File: src/rtl/tws_pkg.sv
`default_nettype none
// ----------------------------------------------------------------------------
// tws_pkg
// Types, codes and helper functions shared by the two-wire sensor master.
// ----------------------------------------------------------------------------
package tws_pkg;

   // Sequencer phases
   typedef enum logic [3:0] {
      PH_IDLE,
      PH_CLEAR,
      PH_START,
      PH_CMD,
      PH_CACK,
      PH_WAIT,
      PH_DHI,
      PH_DLO,
      PH_CRC
   } phase_type;

   // Completion status codes
   typedef enum logic [1:0] {
      ST_OK      = 2'd0,
      ST_NACK    = 2'd1,
      ST_CRC_ERR = 2'd2,
      ST_TIMEOUT = 2'd3
   } status_type;

   // Command selector codes on the input item
   localparam logic [1:0] CMD_TEMP   = 2'd0;
   localparam logic [1:0] CMD_HUMID  = 2'd1;
   localparam logic [1:0] CMD_SRESET = 2'd2;
   localparam logic [1:0] CMD_UNUSED = 2'd3;

   // Command bytes sent on the wire
   localparam logic [7:0] CODE_TEMP   = 8'h03;
   localparam logic [7:0] CODE_HUMID  = 8'h05;
   localparam logic [7:0] CODE_SRESET = 8'h1E;

   // CRC-8 polynomial x^8 + x^5 + x^4 + 1
   localparam logic [7:0] CRC_POLY = 8'h31;

   // Step counts of each phase
   localparam logic [4:0] CLEAR_STEPS    = 5'd20;
   localparam logic [4:0] START_STEPS    = 5'd6;
   localparam logic [4:0] CMD_STEPS      = 5'd16;
   localparam logic [4:0] BYTE_BITS_END  = 5'd16;
   localparam logic [4:0] BYTE_LAST_STEP = 5'd15;
   localparam logic [4:0] BYTE_END_STEP  = 5'd17;

   // Register map
   localparam int unsigned CSR_ADDR_W = 3;
   localparam logic        REG_TIMEOUT = 1'b0;
   localparam logic [23:0] TIMEOUT_RESET = 24'd500000;

   // Input item fields
   typedef struct packed {
      logic       func;
      logic [1:0] command;
      logic       sda_in;
   } req_type;

   // Result item fields
   typedef struct packed {
      logic        scl_out;
      logic        sda_drive_low;
      logic        busy_res;
      logic        done_res;
      logic [1:0]  status;
      logic [15:0] reading;
   } rsp_type;

   // Map a held command selector to its wire byte
   function automatic logic [7:0] cmd_code(input logic [1:0] sel);
      logic [7:0] code;
      case (sel)
         CMD_TEMP:  code = CODE_TEMP;
         CMD_HUMID: code = CODE_HUMID;
         default:   code = CODE_SRESET;
      endcase
      return code;
   endfunction

   // Fold one byte into the CRC, MSB first
   function automatic logic [7:0] crc8_update(input logic [7:0] crc, input logic [7:0] data);
      logic [7:0] c;
      logic [7:0] d;
      c = crc;
      d = data;
      for (int i = 0; i < 8; i++) begin
         if (c[7] ^ d[7]) begin
            c = {c[6:0], 1'b0} ^ CRC_POLY;
         end else begin
            c = {c[6:0], 1'b0};
         end
         d = {d[6:0], 1'b0};
      end
      return c;
   endfunction

endpackage
`default_nettype wire

File: src/rtl/tws_if.sv
`default_nettype none
// ----------------------------------------------------------------------------
// tws_req_if / tws_rsp_if
// Valid/ready channels for command and tick items and for result items.
// ----------------------------------------------------------------------------
interface tws_req_if;
   logic       valid;
   logic       ready;
   logic       func;
   logic [1:0] command;
   logic       sda_in;

   modport source (output valid, func, command, sda_in, input ready);
   modport sink   (input valid, func, command, sda_in, output ready);
endinterface

interface tws_rsp_if;
   logic        valid;
   logic        ready;
   logic        scl_out;
   logic        sda_drive_low;
   logic        busy_res;
   logic        done_res;
   logic [1:0]  status;
   logic [15:0] reading;

   modport source (output valid, scl_out, sda_drive_low, busy_res, done_res, status, reading,
                   input ready);
   modport sink   (input valid, scl_out, sda_drive_low, busy_res, done_res, status, reading,
                   output ready);
endinterface
`default_nettype wire

File: src/rtl/two_wire_sensor_master_unit.sv
// A result item is valid in the cycle after its input item is accepted.
// Throughput: one item per cycle; the whole tick step is one pass of the
// sequencer logic between the state registers and the result register.
// A waiting result does not stall input unless the result side holds off.
// Reset (synchronous, active high): sequencer idle, result slot empty,
// ready timeout 500000 ticks.
`default_nettype none
// ----------------------------------------------------------------------------
// two_wire_sensor_master_unit
// Two-wire humidity and temperature sensor master, one tick per item.
// ----------------------------------------------------------------------------
module two_wire_sensor_master_unit
   import tws_pkg::*;
(
   input  wire logic                  clock,
   input  wire logic                  reset,
   tws_req_if.sink                    req_chan,
   tws_rsp_if.source                  rsp_chan,
   input  wire logic                  csr_psel,
   input  wire logic                  csr_penable,
   input  wire logic                  csr_pwrite,
   input  wire logic [CSR_ADDR_W-1:0] csr_paddr,
   input  wire logic [31:0]           csr_pwdata,
   output logic      [31:0]           csr_prdata,
   output logic                       csr_pready
);

   logic [23:0] timeout_ticks;
   logic        accept;
   req_type     req;
   rsp_type     rsp_in;

   // Gather the input item fields
   assign req.func    = req_chan.func;
   assign req.command = req_chan.command;
   assign req.sda_in  = req_chan.sda_in;

   tws_csr u_csr (
      .clock         (clock),
      .reset         (reset),
      .csr_psel      (csr_psel),
      .csr_penable   (csr_penable),
      .csr_pwrite    (csr_pwrite),
      .csr_paddr     (csr_paddr),
      .csr_pwdata    (csr_pwdata),
      .csr_prdata    (csr_prdata),
      .csr_pready    (csr_pready),
      .timeout_ticks (timeout_ticks)
   );

   tws_seq u_seq (
      .clock         (clock),
      .reset         (reset),
      .accept        (accept),
      .req           (req),
      .timeout_ticks (timeout_ticks),
      .rsp_in        (rsp_in)
   );

   tws_out u_out (
      .clock    (clock),
      .reset    (reset),
      .req_chan (req_chan),
      .rsp_chan (rsp_chan),
      .rsp_in   (rsp_in),
      .accept   (accept)
   );

endmodule
`default_nettype wire

File: src/rtl/tws_csr.sv
`default_nettype none
// ----------------------------------------------------------------------------
// tws_csr
// APB-style register port holding the ready timeout.
// ----------------------------------------------------------------------------
module tws_csr
   import tws_pkg::*;
(
   input  wire logic                  clock,
   input  wire logic                  reset,
   input  wire logic                  csr_psel,
   input  wire logic                  csr_penable,
   input  wire logic                  csr_pwrite,
   input  wire logic [CSR_ADDR_W-1:0] csr_paddr,
   input  wire logic [31:0]           csr_pwdata,
   output logic      [31:0]           csr_prdata,
   output logic                       csr_pready,
   output logic      [23:0]           timeout_ticks
);

   logic [23:0] timeout_ff;
   logic [23:0] timeout_in;
   logic        wr_en;

   // Decode the word index from the byte address
   assign wr_en = csr_psel && csr_penable && csr_pwrite
                  && (csr_paddr[2] == REG_TIMEOUT);

   assign timeout_in = wr_en ? csr_pwdata[23:0] : timeout_ff;

   always_ff @(posedge clock) begin
      if (reset) begin
         timeout_ff <= TIMEOUT_RESET;
      end else begin
         timeout_ff <= timeout_in;
      end
   end

   // Return the register, zero elsewhere
   assign csr_prdata    = (csr_paddr[2] == REG_TIMEOUT) ? {8'd0, timeout_ff} : 32'd0;
   assign csr_pready    = 1'b1;
   assign timeout_ticks = timeout_ff;

endmodule
`default_nettype wire

File: src/rtl/tws_seq.sv
`default_nettype none
// ----------------------------------------------------------------------------
// tws_seq
// Transaction sequencer: pin levels, bit shifting, CRC and completion.
// ----------------------------------------------------------------------------
module tws_seq
   import tws_pkg::*;
(
   input  wire logic        clock,
   input  wire logic        reset,
   input  wire logic        accept,
   input  wire req_type     req,
   input  wire logic [23:0] timeout_ticks,
   output rsp_type          rsp_in
);

   phase_type   phase_ff, phase_in;
   logic [4:0]  step_ff, step_in;
   logic [7:0]  shift_ff, shift_in;
   logic [7:0]  crc_ff, crc_in;
   logic [15:0] data_ff, data_in;
   logic [23:0] wait_ff, wait_in;
   logic [1:0]  held_ff, held_in;

   logic        fin;
   status_type  fin_st;
   logic [23:0] wait_inc;
   logic [7:0]  code;
   logic        scl;
   logic        low;

   assign wait_inc = wait_ff + 24'd1;
   assign code     = cmd_code(held_ff);

   // Detect completion of the transaction on this tick
   always_comb begin
      fin    = 1'b0;
      fin_st = ST_OK;
      if (!req.func) begin
         case (phase_ff)
            PH_CACK: begin
               if (step_ff != 5'd0) begin
                  if (shift_ff[0]) begin
                     fin    = 1'b1;
                     fin_st = ST_NACK;
                  end else if (held_ff == CMD_SRESET) begin
                     fin    = 1'b1;
                     fin_st = ST_OK;
                  end
               end
            end
            PH_WAIT: begin
               if (req.sda_in && (wait_inc >= timeout_ticks)) begin
                  fin    = 1'b1;
                  fin_st = ST_TIMEOUT;
               end
            end
            PH_CRC: begin
               if (step_ff >= BYTE_END_STEP) begin
                  fin    = 1'b1;
                  fin_st = (shift_ff == crc_ff) ? ST_OK : ST_CRC_ERR;
               end
            end
            default: begin
               fin = 1'b0;
            end
         endcase
      end
   end

   // Next state
   always_comb begin
      phase_in = phase_ff;
      step_in  = step_ff;
      shift_in = shift_ff;
      crc_in   = crc_ff;
      data_in  = data_ff;
      wait_in  = wait_ff;
      held_in  = held_ff;
      if (phase_ff == PH_IDLE) begin
         // Start a transaction on a known command
         if (req.func && (req.command != CMD_UNUSED)) begin
            held_in  = req.command;
            crc_in   = crc8_update(8'd0, cmd_code(req.command));
            data_in  = 16'd0;
            shift_in = 8'd0;
            wait_in  = 24'd0;
            phase_in = PH_CLEAR;
            step_in  = 5'd0;
         end
      end else if (!req.func) begin
         case (phase_ff)
            PH_CLEAR: begin
               step_in = step_ff + 5'd1;
               if (step_in >= CLEAR_STEPS) begin
                  phase_in = PH_START;
                  step_in  = 5'd0;
               end
            end
            PH_START: begin
               step_in = step_ff + 5'd1;
               if (step_in >= START_STEPS) begin
                  phase_in = PH_CMD;
                  step_in  = 5'd0;
               end
            end
            PH_CMD: begin
               step_in = step_ff + 5'd1;
               if (step_in >= CMD_STEPS) begin
                  phase_in = PH_CACK;
                  step_in  = 5'd0;
               end
            end
            PH_CACK: begin
               if (step_ff == 5'd0) begin
                  shift_in = {7'd0, req.sda_in};
                  step_in  = 5'd1;
               end else if (!fin) begin
                  phase_in = PH_WAIT;
                  step_in  = 5'd0;
                  wait_in  = 24'd0;
               end
            end
            PH_WAIT: begin
               if (!req.sda_in) begin
                  phase_in = PH_DHI;
                  step_in  = 5'd0;
                  shift_in = 8'd0;
               end else begin
                  wait_in = wait_inc;
               end
            end
            PH_DHI, PH_DLO: begin
               // Shift in MSB first on the clock-low ticks
               if ((step_ff < BYTE_BITS_END) && !step_ff[0]) begin
                  shift_in = {shift_ff[6:0], req.sda_in};
               end
               if (step_ff == BYTE_LAST_STEP) begin
                  crc_in  = crc8_update(crc_ff, shift_ff);
                  data_in = {data_ff[7:0], shift_ff};
               end
               if (step_ff >= BYTE_END_STEP) begin
                  phase_in = (phase_ff == PH_DHI) ? PH_DLO : PH_CRC;
                  step_in  = 5'd0;
                  shift_in = 8'd0;
               end else begin
                  step_in = step_ff + 5'd1;
               end
            end
            PH_CRC: begin
               // Checksum arrives LSB first
               if ((step_ff < BYTE_BITS_END) && !step_ff[0]) begin
                  shift_in = {req.sda_in, shift_ff[7:1]};
               end
               if (step_ff < BYTE_END_STEP) begin
                  step_in = step_ff + 5'd1;
               end
            end
            default: begin
               phase_in = PH_IDLE;
               step_in  = 5'd0;
            end
         endcase
         if (fin) begin
            phase_in = PH_IDLE;
            step_in  = 5'd0;
         end
      end
   end

   // Pin levels for the current step
   always_comb begin
      scl = 1'b0;
      low = 1'b0;
      case (phase_ff)
         PH_CLEAR: begin
            scl = ~step_ff[0];
         end
         PH_START: begin
            scl = (step_ff != 5'd2) && (step_ff != 5'd5) && (step_ff < START_STEPS);
            low = (step_ff inside {[5'd1:5'd3]});
         end
         PH_CMD: begin
            scl = step_ff[0];
            low = ~code[3'd7 - step_ff[3:1]];
         end
         PH_CACK, PH_CRC: begin
            scl = step_ff[0];
         end
         PH_DHI, PH_DLO: begin
            scl = step_ff[0];
            low = (step_ff >= BYTE_BITS_END);
         end
         default: begin
            scl = 1'b0;
         end
      endcase
   end

   // Result item
   always_comb begin
      rsp_in = '0;
      if (phase_ff == PH_IDLE) begin
         rsp_in.busy_res = req.func && (req.command != CMD_UNUSED);
      end else begin
         rsp_in.scl_out       = scl;
         rsp_in.sda_drive_low = low;
         rsp_in.busy_res      = 1'b1;
         rsp_in.done_res      = fin;
         rsp_in.status        = fin ? fin_st : ST_OK;
         rsp_in.reading       = (fin && (fin_st == ST_OK) && (held_ff != CMD_SRESET))
                                ? data_ff : 16'd0;
      end
   end

   // Advance on each accepted item
   always_ff @(posedge clock) begin
      if (reset) begin
         phase_ff <= PH_IDLE;
         step_ff  <= 5'd0;
         shift_ff <= 8'd0;
         crc_ff   <= 8'd0;
         data_ff  <= 16'd0;
         wait_ff  <= 24'd0;
         held_ff  <= CMD_TEMP;
      end else if (accept) begin
         phase_ff <= phase_in;
         step_ff  <= step_in;
         shift_ff <= shift_in;
         crc_ff   <= crc_in;
         data_ff  <= data_in;
         wait_ff  <= wait_in;
         held_ff  <= held_in;
      end
   end

   a_step_range: assert property (@(posedge clock) disable iff (reset)
      step_ff <= CLEAR_STEPS)
      else $error("step count beyond the clearing length");

   a_done_to_idle: assert property (@(posedge clock) disable iff (reset)
      accept && rsp_in.done_res |=> phase_ff == PH_IDLE)
      else $error("sequencer not idle after completion");

   a_status_with_done: assert property (@(posedge clock) disable iff (reset)
      !rsp_in.done_res |-> (rsp_in.status == ST_OK) && (rsp_in.reading == 16'd0))
      else $error("status or reading set without completion");

   a_held_known: assert property (@(posedge clock) disable iff (reset)
      phase_ff != PH_IDLE |-> held_ff != CMD_UNUSED)
      else $error("transaction running on an unused command");

endmodule
`default_nettype wire

File: src/rtl/tws_out.sv
`default_nettype none
// ----------------------------------------------------------------------------
// tws_out
// Result register and handshake between the request and result channels.
// ----------------------------------------------------------------------------
module tws_out
   import tws_pkg::*;
(
   input  wire logic    clock,
   input  wire logic    reset,
   tws_req_if.sink      req_chan,
   tws_rsp_if.source    rsp_chan,
   input  wire rsp_type rsp_in,
   output logic         accept
);

   logic    valid_ff;
   logic    valid_in;
   rsp_type result_ff;

   // Take an item whenever the result slot is free or draining
   assign req_chan.ready = !valid_ff || rsp_chan.ready;
   assign accept         = req_chan.valid && req_chan.ready;

   always_comb begin
      if (accept) begin
         valid_in = 1'b1;
      end else if (rsp_chan.ready) begin
         valid_in = 1'b0;
      end else begin
         valid_in = valid_ff;
      end
   end

   always_ff @(posedge clock) begin
      if (reset) begin
         valid_ff <= 1'b0;
      end else begin
         valid_ff <= valid_in;
      end
   end

   // Hold the result until taken
   always_ff @(posedge clock) begin
      if (accept) begin
         result_ff <= rsp_in;
      end
   end

   assign rsp_chan.valid         = valid_ff;
   assign rsp_chan.scl_out       = result_ff.scl_out;
   assign rsp_chan.sda_drive_low = result_ff.sda_drive_low;
   assign rsp_chan.busy_res      = result_ff.busy_res;
   assign rsp_chan.done_res      = result_ff.done_res;
   assign rsp_chan.status        = result_ff.status;
   assign rsp_chan.reading       = result_ff.reading;

endmodule
`default_nettype wire
File: src/flat_wrapper.sv
// flat-port wrapper written by rule: the top's interface ports become plain ports
module two_wire_sensor_master_unit_flat import tws_pkg::*;
  (clock, reset, csr_psel, csr_penable, csr_pwrite, csr_paddr, csr_pwdata, csr_prdata, csr_pready, req_chan_valid, req_chan_func, req_chan_command, req_chan_sda_in, req_chan_ready, rsp_chan_valid, rsp_chan_scl_out, rsp_chan_sda_drive_low, rsp_chan_busy_res, rsp_chan_done_res, rsp_chan_status, rsp_chan_reading, rsp_chan_ready);
  tws_req_if req_chan_i ();
  tws_rsp_if rsp_chan_i ();
  input  wire logic clock;
  input  wire logic reset;
  input  wire logic csr_psel;
  input  wire logic csr_penable;
  input  wire logic csr_pwrite;
  input  wire logic [CSR_ADDR_W-1:0] csr_paddr;
  input  wire logic [31:0] csr_pwdata;
  output logic      [31:0] csr_prdata;
  output logic csr_pready;
  input wire logic [$bits(req_chan_i.valid)-1:0] req_chan_valid;
  input wire logic [$bits(req_chan_i.func)-1:0] req_chan_func;
  input wire logic [$bits(req_chan_i.command)-1:0] req_chan_command;
  input wire logic [$bits(req_chan_i.sda_in)-1:0] req_chan_sda_in;
  output wire logic [$bits(req_chan_i.ready)-1:0] req_chan_ready;
  output wire logic [$bits(rsp_chan_i.valid)-1:0] rsp_chan_valid;
  output wire logic [$bits(rsp_chan_i.scl_out)-1:0] rsp_chan_scl_out;
  output wire logic [$bits(rsp_chan_i.sda_drive_low)-1:0] rsp_chan_sda_drive_low;
  output wire logic [$bits(rsp_chan_i.busy_res)-1:0] rsp_chan_busy_res;
  output wire logic [$bits(rsp_chan_i.done_res)-1:0] rsp_chan_done_res;
  output wire logic [$bits(rsp_chan_i.status)-1:0] rsp_chan_status;
  output wire logic [$bits(rsp_chan_i.reading)-1:0] rsp_chan_reading;
  input wire logic [$bits(rsp_chan_i.ready)-1:0] rsp_chan_ready;
  assign req_chan_i.valid = req_chan_valid;
  assign req_chan_i.func = req_chan_func;
  assign req_chan_i.command = req_chan_command;
  assign req_chan_i.sda_in = req_chan_sda_in;
  assign req_chan_ready = req_chan_i.ready;
  assign rsp_chan_valid = rsp_chan_i.valid;
  assign rsp_chan_scl_out = rsp_chan_i.scl_out;
  assign rsp_chan_sda_drive_low = rsp_chan_i.sda_drive_low;
  assign rsp_chan_busy_res = rsp_chan_i.busy_res;
  assign rsp_chan_done_res = rsp_chan_i.done_res;
  assign rsp_chan_status = rsp_chan_i.status;
  assign rsp_chan_reading = rsp_chan_i.reading;
  assign rsp_chan_i.ready = rsp_chan_ready;
  two_wire_sensor_master_unit u_core (.clock(clock), .reset(reset), .req_chan(req_chan_i), .rsp_chan(rsp_chan_i), .csr_psel(csr_psel), .csr_penable(csr_penable), .csr_pwrite(csr_pwrite), .csr_paddr(csr_paddr), .csr_pwdata(csr_pwdata), .csr_prdata(csr_prdata), .csr_pready(csr_pready));
endmodule
File: config.mk
export PLATFORM = sky130hd
export DESIGN_NAME = two_wire_sensor_master_unit_flat
export DESIGN_NICKNAME = d
export VERILOG_FILES = /design/src/rtl/tws_pkg.sv /design/src/rtl/tws_if.sv /design/src/rtl/two_wire_sensor_master_unit.sv /design/src/rtl/tws_csr.sv /design/src/rtl/tws_seq.sv /design/src/rtl/tws_out.sv /design/src/flat_wrapper.sv
export SDC_FILE = /design/constraint.sdc
export NUM_CORES = 1
export LEC_CHECK = 0
export BUFFER_PORTS_ARGS = -buffer_cell sky130_fd_sc_hd__buf_2
export CORE_MARGIN = 4
export CORE_UTILIZATION = 42
export DETAILED_ROUTE_END_ITERATION = 10
export SLEW_MARGIN = 20
export SYNTH_ARGS = -nofsm -noshare
export SYNTH_HDL_FRONTEND = slang
export SYNTH_SLANG_ARGS = --single-unit
File: constraint.sdc
create_clock -name clock -period 9.2 [get_ports clock]
set_input_delay 0.92 -clock clock [delete_from_list [all_inputs] [get_ports clock]]
set_output_delay 0.92 -clock clock [all_outputs]
set_load 0.03 [all_outputs]
After elaboration in Yosys (flattened, before gate mapping)
Index checks and enable logic that the tools add are counted.
{"block": "op_classes", "addsub": 3, "magnitude_cmp": 12, "n_eq_ne": 34, "muxes": 133, "bitwise_logic": 35, "n_reduce_logical": 36}
{"cell": "8-bit two-way mux", "count": 57}
{"cell": "24-bit two-way mux", "count": 7}
{"cell": "6-bit two-way mux", "count": 16}
{"cell": "16-bit two-way mux", "count": 5}
{"cell": "5-bit two-way mux", "count": 10}
{"cell": "24-bit one-hot mux with 2 select lines", "count": 1}
{"cell": "3-bit NOT", "count": 15}
{"cell": "4-bit two-way mux", "count": 11}
{"cell": "5-bit one-hot mux with 7 select lines", "count": 1}
{"cell": "4-bit != test, second input constant", "count": 8}
{"cell": "8-bit one-hot mux with 4 select lines", "count": 1}
{"cell": "4-bit one-hot mux with 7 select lines", "count": 1}
{"cell": "24-bit by 1-bit adder with 24-bit output, second input constant", "count": 1}
{"cell": "24-bit >= comparator", "count": 1}
{"cell": "3-bit != test, second input constant", "count": 7}
{"cell": "5-bit >= comparator, second input constant", "count": 4}
{"cell": "5-bit one-hot mux with 2 select lines", "count": 2}
{"cell": "4-bit by 3-bit equality test with 1-bit output, second input constant", "count": 4}
{"cell": "1-bit bitwise XOR", "count": 15}
{"cell": "1-bit logical AND", "count": 12}
{"cell": "1-bit two-way mux", "count": 12}
{"cell": "5-bit less-than comparator, second input constant", "count": 2}
{"cell": "10-bit AND reduction", "count": 1}
{"cell": "5-bit AND reduction", "count": 2}
{"cell": "other kinds (36)", "count": 57}
{"block": "totals", "reg_bits": 114, "inputBits": 46, "output_inout_bits": 57, "word_cells": 268}

Logic depth before layout (Yosys ltp)
Gate-level depths: netlist (run 1).
{"block": "depth", "ltp_word": 48, "mapped_depth": 17, "ltp_nobuf": 15}

Hierarchy
A second synthesis (run 1) with hierarchy kept.
{"block": "unflattened", "hier_cells": 802, "hier_area_um2": 6779.0}
{"module": "tws_seq", "instances": 1, "cells_per_inst": 633, "area_per_inst_um2": 4753.3, "seq_area_each_um2": 1341.3}
{"module": "tws_csr", "instances": 1, "cells_per_inst": 142, "area_per_inst_um2": 1310.0, "seq_area_each_um2": 480.5}
{"module": "tws_out", "instances": 1, "cells_per_inst": 27, "area_per_inst_um2": 715.7, "seq_area_each_um2": 680.7}

Least setup slack after synthesis (run 1)
No wires, ideal clock.
{"block": "synth_path", "path_kind": "register to register", "from": "register u_core.u_seq.wait_ff[8]", "to": "register u_core.u_out.result_ff, in the netlist u_core.u_out.rsp_chan.reading[10], data pin", "setup_time_ps": 131, "arrival_ps": 3911, "t_required_ps": 9069, "slack_ps": 5158, "path_stages_with_launch": 17, "path_buffers": 2, "period_less_slack_ps": 4042, "path_cell_list": "dfxtp_1 > clkbuf_1 > and2_1 > or4b_2 > nor2b_1 > and4_1 > xor2_1 > ha_1 > a21o_1 > a21o_1 > a21oi_1 > o211ai_1 > a21oi_1 > o211ai_1 > nor3_1 > clkbuf_1 > and2_1"}
{"block": "synth_between", "elab_chain_len": 11, "word_cells_on_any_way": 14, "cone_classes": "add/sub (1); order compare (1); mux (6); bitwise (1); reduce/logical (5)"}
{"item": "start, declared", "line_no": "tws_seq.sv:22", "rtl": "logic [23:0] wait_ff, wait_in;"}
{"item": "start signal, assigned", "line_no": "tws_seq.sv:232", "rtl": "wait_ff <= wait_in;"}
{"item": "24-bit by 1-bit adder with 24-bit output *", "line_no": "tws_seq.sv:32", "rtl": "assign wait_inc = wait_ff + 24'd1;"}
{"item": "24-bit >= comparator *", "line_no": "tws_seq.sv:53", "rtl": "if (req.sda_in && (wait_inc >= timeout_ticks)) begin"}
{"item": "1-bit logical AND *", "line_no": "tws_seq.sv:53"}
{"item": "2-bit two-way mux", "line_no": "tws_seq.sv:53"}
{"item": "2-bit one-hot mux with 3 select lines", "line_no": "tws_seq.sv:40", "rtl": "case (phase_ff)"}
{"item": "2-bit two-way mux", "line_no": "tws_seq.sv:39", "rtl": "if (!req.func) begin"}
{"item": "2-bit zero test", "line_no": "tws_seq.sv:211", "rtl": "rsp_in.reading = (fin && (fin_st == ST_OK) && (held_ff != CMD_SRESET))"}
{"item": "1-bit logical AND * (2 in series)", "line_no": "tws_seq.sv:211"}
{"item": "1-bit NOT (no line) *"}
{"item": "2-bit OR reduction (no line) *"}
{"item": "end signal, assigned", "line_no": "tws_out.sv:46", "rtl": "result_ff <= rsp_in;"}
{"item": "end, declared", "line_no": "tws_out.sv:19", "rtl": "rsp_type result_ff;"}
Every way passes the cells marked *; elsewhere a longest branch is shown, timed or not.
A chain may end at the register's enable or synchronous reset.

Final worst setup path (run 1)
{"block": "layout_path", "from": "register u_core.u_seq.wait_ff[8]", "to": "register u_core.u_seq.phase_ff[3]"}
{"block": "layout_between", "elab_chain_len": 9, "word_cells_on_any_way": 17, "cone_classes": "add/sub (1); order compare (1); eq/ne (7); mux (6); reduce/logical (2)"}
{"item": "24-bit by 1-bit adder with 24-bit output *", "line_no": "tws_seq.sv:32"}
{"item": "24-bit >= comparator *", "line_no": "tws_seq.sv:53"}
{"item": "1-bit logical AND *", "line_no": "tws_seq.sv:53"}
{"item": "1-bit two-way mux *", "line_no": "tws_seq.sv:53"}
{"item": "1-bit one-hot mux with 3 select lines *", "line_no": "tws_seq.sv:40"}
{"item": "1-bit two-way mux *", "line_no": "tws_seq.sv:39"}
{"item": "branches (longest 3 deep; another with 10-bit AND reduction)"}
{"item": "end signal, assigned", "line_no": "tws_seq.sv:227", "rtl": "phase_ff <= phase_in;"}
{"item": "end, declared", "line_no": "tws_seq.sv:17", "rtl": "phase_type phase_ff, phase_in;"}
Every way passes the cells marked *. The select of a mux whose other input is x is not followed.

==> qor.yml, run 1 <==
run:
  cap_violations: 0
timing:
  maxSlewHeadroom_pct: 30.95
  tightest_slew_ns: 1.036
  fin_tns_setup_ns: 0
  final_hold_viol_count: 0
  timing.fmax_mhz: 208.2
  timing.final.crit_period_ns: 4.802
  finalSetupViolCount: 0
  drv_slew: 0
  post-route-period-util_pct: 52.20
  rsz0062_at_grt: "false"
  hold_ws_ns: 0.4447
  fin_skew_ns: 0.009926
floorplanning:
  ioPinCount: 103
  core-area_um2: 15200
  rows: 45
  die-area_um2: 17590
  die_y_um: 132.6
  fp.dieW_um: 132.6
  start_util_pct: 42.91
clock_tree:
  htreeDepth: 4
  clock-sinks: 114
  cts_tree: "yes"
  post-cts-setup-buffers: 0
  clkLatencyLatePin_ns: 0.42
  ctsHoldBuffers: 0
  clk_pin_slew_ns: 0.06
  cts_buffer_depth: 2
  cts-root-buf: "clkbuf_16"
  numCtsBuffers: 17
  cts_resized: 0
routing:
  vias: 5694
  ant_nets: 0
  drt_iter0_drc: 335
  dr.pass1.iters: 5
  drc: 0
  viasPerCell: 5.321
  wl_mm: 15.59
  wl_per_cell_um: 14.57
critical_path:
  path_cells: "and2_1 > or4b_2 > nor2b_1 > and4_1 > and3_1 > xor2_1 > ha_1 > nand4_1 > nor3_1 > nand2_1 > o211ai_1 > a21oi_1 > o21bai_1 > o21ba_2 > mux2_2"
  worst_setup_path_start_kind: "flop"
  worstReg2RegEnd: "u_core.u_seq.phase_ff[3]"
  crit_fanout: 9
  rr_worst_depth: 15
  r2r_slack_ns: 4.40
  r2r-start: "u_core.u_seq.wait_ff[8]"
  crit_path_max_incr_delay_ns: 0.68
  worst_path_max_delay_cell: "or4b_2"
  worst_ep_arrival_time_ns: 5.10
  end_kind: "flop"
  worst_ep_required_time_ns: 9.50
  path_class: "reg2reg"
placement:
  numPortBuffers: 83
  place_congestion: 0.8149
  dp_cells: 1038
  dp_hpwl_mm: 10.71
finish:
  layout.cells.non_filler: 1070
  layout-drive-gt1-share_pct: 15.65
  final_common_cell: "nor2_1"
  antenna_cells: 0
  fin_nets: 945
  final_cell_mix: "99 x nor2_1, 92 x dfxtp_1, 89 x a21oi_1"
  syn_to_final_growth_pct: 17.13
power_and_ir_drop:
  p_per_area_nw_per_um2: 211.9
  power_mw: 1.619
  leakage_nw: 3.097
  ir_worst_vdd_mv: 0.1596
hold_path:
  hold_class: "reg2reg"
  min_to: "u_core.u_seq.data_ff[14]"
  hold_depth: 2
  min_from: "u_core.u_seq.data_ff[14]"
synth:
  yosysTopAreaCell: "dfxtp_1"
  syn_area_per_cell_um2: 8.054
  synth.top_cell.area_share_pct: 28.23
  ys_types: 65
  postSynthCellCount: 810
  yosysSeqAreaShare_pct: 38.36
  synthFlopType: "dfxtp_1"
  yosysWarnings: 0
  synth-async-reset-ratio_pct: 0
  synth-seq-cells: 114
  synth_area_leaders: "dfxtp_1 28%, edfxtp_1 10%, a21oi_1 6.8%, ha_1 5.8%, nor2_1 5.7%"
  synth-edff-count: 22
  synthesis.area_um2: 6524
run_status:
  run_status: "completed"
global_routing:
  busiest_layer: "met2"
  overflow: 0
  grtUsageMet3_pct: 4.639
  groute.usage.overall_pct: 17.99
  grt_pass1_vias: 5386
  grt_util_met2_pct: 28.36
  grt_pass1_wl_mm: 26.40
  met1_usage_pct: 24.32
  grt_max_degree: 95
  antenna_found_initial: 0
## registers in the layout, summed over array words and instances, names as in the netlist
name                                 count
u_core.u_out.rsp_chan.done_res           1
u_core.u_csr.timeout_ticks              24
u_core.u_seq.crc_ff                      8
u_core.u_seq.held_ff                     2
u_core.u_seq.phase_ff                    4
u_core.u_seq.wait_ff                    24
u_core.u_out.rsp_chan.scl_out            1
u_core.u_seq.shift_ff                    8
u_core.u_out.rsp_chan.sda_drive_low      1
u_core.u_seq.step_ff                     5
u_core.u_out.rsp_chan.valid              1
u_core.u_seq.data_ff                    16
u_core.u_out.rsp_chan.reading           16
u_core.u_out.rsp_chan.busy_res           1
u_core.u_out.rsp_chan.status             2
## synth_stat cells (9+ instances only)
cell,instances
ha_1,30
a211oi_1,18
clkbuf_1,44
nand3b_1,12
nand3_1,30
edfxtp_1,22
nor2b_1,12
dfxtp_1,92
nand4_1,9
nor3_1,11
o21ai_0,30
and2_1,20
buf_4,9
xor2_1,14
inv_1,38
nand2_1,79
nor2_1,99
a21oi_1,89
xnor2_1,27
## per-stage QoR
stage               utilization, %  area [µm²]  setup WS, ns
CTS                          50.26        7641         4.372
floorplan                        -        6550         5.158
finish                       50.26        7641         4.398
global placement             46.12        7010         4.415
detailed placement           46.12        7010         4.384
global route                 50.26        7641         4.103
## how the worst max path moves through the flow
| stage | end | slack, ns | cells after the start | start |
|---|---|---|---|---|
| 2_1_floorplan | u_core.u_out.rsp_chan.reading[10] | 5.16 | 16 | u_core.u_seq.wait_ff[8] |
| 3_3_place_gp | u_core.u_seq.phase_ff[3] | 4.42 | 15 | u_core.u_seq.wait_ff[8] |
| 3_5_place_dp | u_core.u_seq.phase_ff[3] | 4.38 | 15 | u_core.u_seq.wait_ff[8] |
| 4_1_cts | u_core.u_seq.phase_ff[3] | 4.37 | 15 | u_core.u_seq.wait_ff[8] |
| 5_1_grt | u_core.u_seq.phase_ff[3] | 4.10 | 15 | u_core.u_seq.wait_ff[2] |
| 6_report | u_core.u_seq.phase_ff[3] | 4.40 | 15 | u_core.u_seq.wait_ff[8] |
## power breakdown
part	internal (mW)	total, mW	switching (mW)
clock	0.456	0.703	0.247
sequential	0.538	0.567	0.0292
combinational	0.134	0.350	0.216
total	1.13	1.62	0.492
## layout make-up
type                       instances  area, µm²
inverter                          38      142.6
timing repair buffer              94      498.0
sequential                       114       2502
fill                            1470       7561
tap                              188      235.2
clock buffer                      17      425.4
clock inverter                    15      205.2
multi-input combinational        604       3632
## logic make-up (layout without fill, tap and decap cells)
family,after synthesis,after routing,synth area share [%]
and+or+nand+nor,322,322,24.26
AOI/OAI and AO/OA,199,199,18.93
DFF,114,114,38.36
buffers and inverters,99,164,6.367
xor gates and xnor gates,42,42,5.869
adders and majority gates,30,30,5.754
other,2,9,0.1151
muxes,2,2,0.3452
## critical path: cells and delay by family, from the launching register on
family,cells,cell delay (ns)
mux,1,0.34
fa+ha+maj,1,0.29
xor+xnor,1,0.09
flops,1,0.48
simple gates,8,2.36
compound gates,4,1.14
## layer usage
metal	wire length, µm	up-vias	share of wire [%]
met5	0	-	0
li1	-	2948	-
met4	228	0	1.5
met1	7526	2602	48
met2	7101	122	46
met3	732	22	4.7
(Power assumes the default switching activity.)
==> run 2, diff against run 1 <==
- clock period: 9.2 -> 4.7 ns (I/O delays scaled with it)
==> qor.yml, run 2 (synthesis gave the netlist of run 1 again) <==
critical_path:
  worst_setup_path_start_kind: "flop"  # unchanged
  crit_start: "u_core.u_seq.wait_ff[0]"  # was u_core.u_seq.wait_ff[8]
  r2r_slack_ns: 0.47  # was 4.40 ns
  worstReg2RegEnd: "u_core.u_seq.phase_ff[0]"  # was u_core.u_seq.phase_ff[3]
  worst_ep_required_time_ns: 5.00  # was 9.50 ns
  end_kind: "flop"  # unchanged
  rr_worst_depth: 15  # unchanged
  r2r-start: "u_core.u_seq.wait_ff[0]"  # was u_core.u_seq.wait_ff[8]
  path_class: "reg2reg"  # unchanged
  crit_fanout: 6  # was 9
  crit_path_end: "u_core.u_seq.phase_ff[0]"  # was u_core.u_seq.phase_ff[3]
  worst_ep_arrival_time_ns: 4.53  # was 5.10 ns
floorplanning:
  fp.dieW_um: 132.6  # unchanged
  start_util_pct: 42.91  # unchanged
  rows: 45  # unchanged
  core-area_um2: 15200  # unchanged
  die-area_um2: 17590  # unchanged
  die_y_um: 132.6  # unchanged
  ioPinCount: 103  # unchanged
routing:
  dr.pass1.iters: 5  # unchanged
  vias: 5755  # was 5,694
  drc: 0  # unchanged
  viasPerCell: 5.339  # was 5.321
  ant_nets: 0  # unchanged
  drt_iter0_drc: 355  # was 335
  wl_per_cell_um: 14.66  # was 14.57 µm
  wl_mm: 15.80  # was 15.59 mm
finish:
  antenna_cells: 0  # unchanged
  ff_latch_area_um2: 2502  # unchanged
  layout-drive-gt1-share_pct: 16.40  # was 15.65%
  multi_input_area_um2: 3632  # unchanged
  fin_nets: 953  # was 945
  final_cell_mix: "99 x nor2_1, 92 x dfxtp_1, 89 x a21oi_1"  # unchanged
  syn_to_final_growth_pct: 16.95  # was 17.13%
  fillCellCount: 1502  # was 1,470
  fin_util_pct: 50.19  # was 50.26%
  final_common_cell: "nor2_1"  # unchanged
  layout.cells.non_filler: 1078  # was 1,070
timing:
  timing.fmax_mhz: 236.4  # was 208.2 MHz
  finalSetupViolCount: 0  # unchanged
  fin_skew_ns: 0.009548  # was 0.009926 ns
  post-route-period-util_pct: 90.01  # was 52.20%
  fin_tns_setup_ns: 0  # unchanged
  timing.final.crit_period_ns: 4.231  # was 4.802 ns
  rsz0062_at_grt: "false"  # unchanged
  worst_slack_ns: 0.4694  # was 4.398 ns
  tightest_slew_ns: 1.060  # was 1.036 ns
  final_hold_viol_count: 0  # unchanged
  maxSlewHeadroom_pct: 29.31  # was 30.95%
  hold_ws_ns: 0.2524  # was 0.4447 ns
  drv_slew: 0  # unchanged
placement:
  numPortBuffers: 83  # unchanged
  dp_hpwl_mm: 11.11  # was 10.71 mm
  place_congestion: 0.8057  # was 0.8149
  dp_cells: 1046  # was 1,038
  preCtsSetupSlack_ns: 0.5113  # was 4.384 ns
power_and_ir_drop:
  ir_worst_vdd_mv: 0.3221  # was 0.1596 mV
  p_per_area_nw_per_um2: 395.3  # was 211.9 nW/µm²
  leakage_nw: 3.109  # was 3.097 nW
global_routing:
  grtUsageMet3_pct: 4.068  # was 4.639%
  overflow: 0  # unchanged
  grt_pass1_vias: 5391  # was 5,386
  grt_pass1_wl_mm: 26.45  # was 26.40 mm
  busiest_layer: "met2"  # unchanged
  groute.usage.overall_pct: 18.18  # was 17.99%
  grt_util_met2_pct: 30.32  # was 28.36%
  grt_max_degree: 54  # was 95
  antenna_found_initial: 0  # unchanged
  met1_usage_pct: 23.77  # was 24.32%
clock_tree:
  numCtsBuffers: 17  # unchanged
  cts_resized: 0  # unchanged
  htreeDepth: 4  # unchanged
  post-cts-setup-buffers: 0  # unchanged
  clock-sinks: 114  # unchanged
  clk_pin_slew_ns: 0.06  # about the same
  cts_tree: "yes"  # unchanged
  cts_buffer_depth: 2  # unchanged
  cts-root-buf: "clkbuf_16"  # unchanged
  ctsHoldBuffers: 0  # unchanged
  clkLatencyLatePin_ns: 0.42  # about the same
hold_path:
  hold_class: "in2reg"  # was reg2reg
run:
  cap_violations: 0  # unchanged
run_status:
  run_status: "completed"  # unchanged
-- run 2: cell count changes in the layout (fill, tap and decap cells not counted), sizes merged --
cell / before / now
bufinv: 4 / 1
buf: 94 / 102
clkinv: 5 / 8
-- run 2: metal layers --
layer | part of all wire (%) | wire (µm)
met5 | 0 | 0
met1 | 47 | 7436
met2 | 48 | 7585
met3 | 3.9 | 624
met4 | 0.99 | 157
-- run 2: power breakdown --
part	internal (mW)	switching, mW	leakage [nW]	total (mW)
clock	0.729	0.486	0.272	1.22
sequential	1.05	0.0473	0.967	1.10
combinational	0.267	0.434	1.87	0.701
-- run 2: worst min-delay path by stage --
stage	cells after the start	to	slack (ns)	start
floorplan	2	u_core.u_seq.data_ff[10]	0.43	u_core.u_seq.data_ff[10]
global placement	2	u_core.u_seq.data_ff[8]	0.44	u_core.u_seq.data_ff[8]
detailed placement	2	u_core.u_seq.data_ff[9]	0.44	u_core.u_seq.data_ff[9]
CTS	2	u_core.u_csr.timeout_ticks[5]	0.24	csr_pwdata[5]
global route	2	u_core.u_csr.timeout_ticks[5]	0.24	csr_pwdata[5]
finish	2	u_core.u_csr.timeout_ticks[5]	0.25	csr_pwdata[5]
-- run 2: final cells by class --
cell class	count	area share (%)
inverter	38	1.869
clock inverter	15	1.755
tap	188	3.083
multi-input combinational	604	47.61
sequential	114	32.80
clock buffer	17	5.576
timing repair buffer	102	7.314
-- run 2: through the flow --
step	area, µm²	power (mW)
finish	7630	3.016
global route	7630	3.166
CTS	7630	3.040
detailed placement	7071	1.821
global placement	7071	1.819
floorplan	6550	1.669
-- run 2: worst max-delay path, cell delays in order, from the launching register on --
cell	delay [ns]
dfxtp_1	0.43
nand4_1	0.18
or4b_2	0.74
nor2b_1	0.23
buf_4	0.17
and4_1	0.26
xor2_1	0.17
ha_1	0.26
a21oi_1	0.15
nor2_1	0.05
a211oi_1	0.20
o211ai_1	0.13
a21oi_1	0.41
o21bai_1	0.18
o21ba_2	0.27
mux2_2	0.27
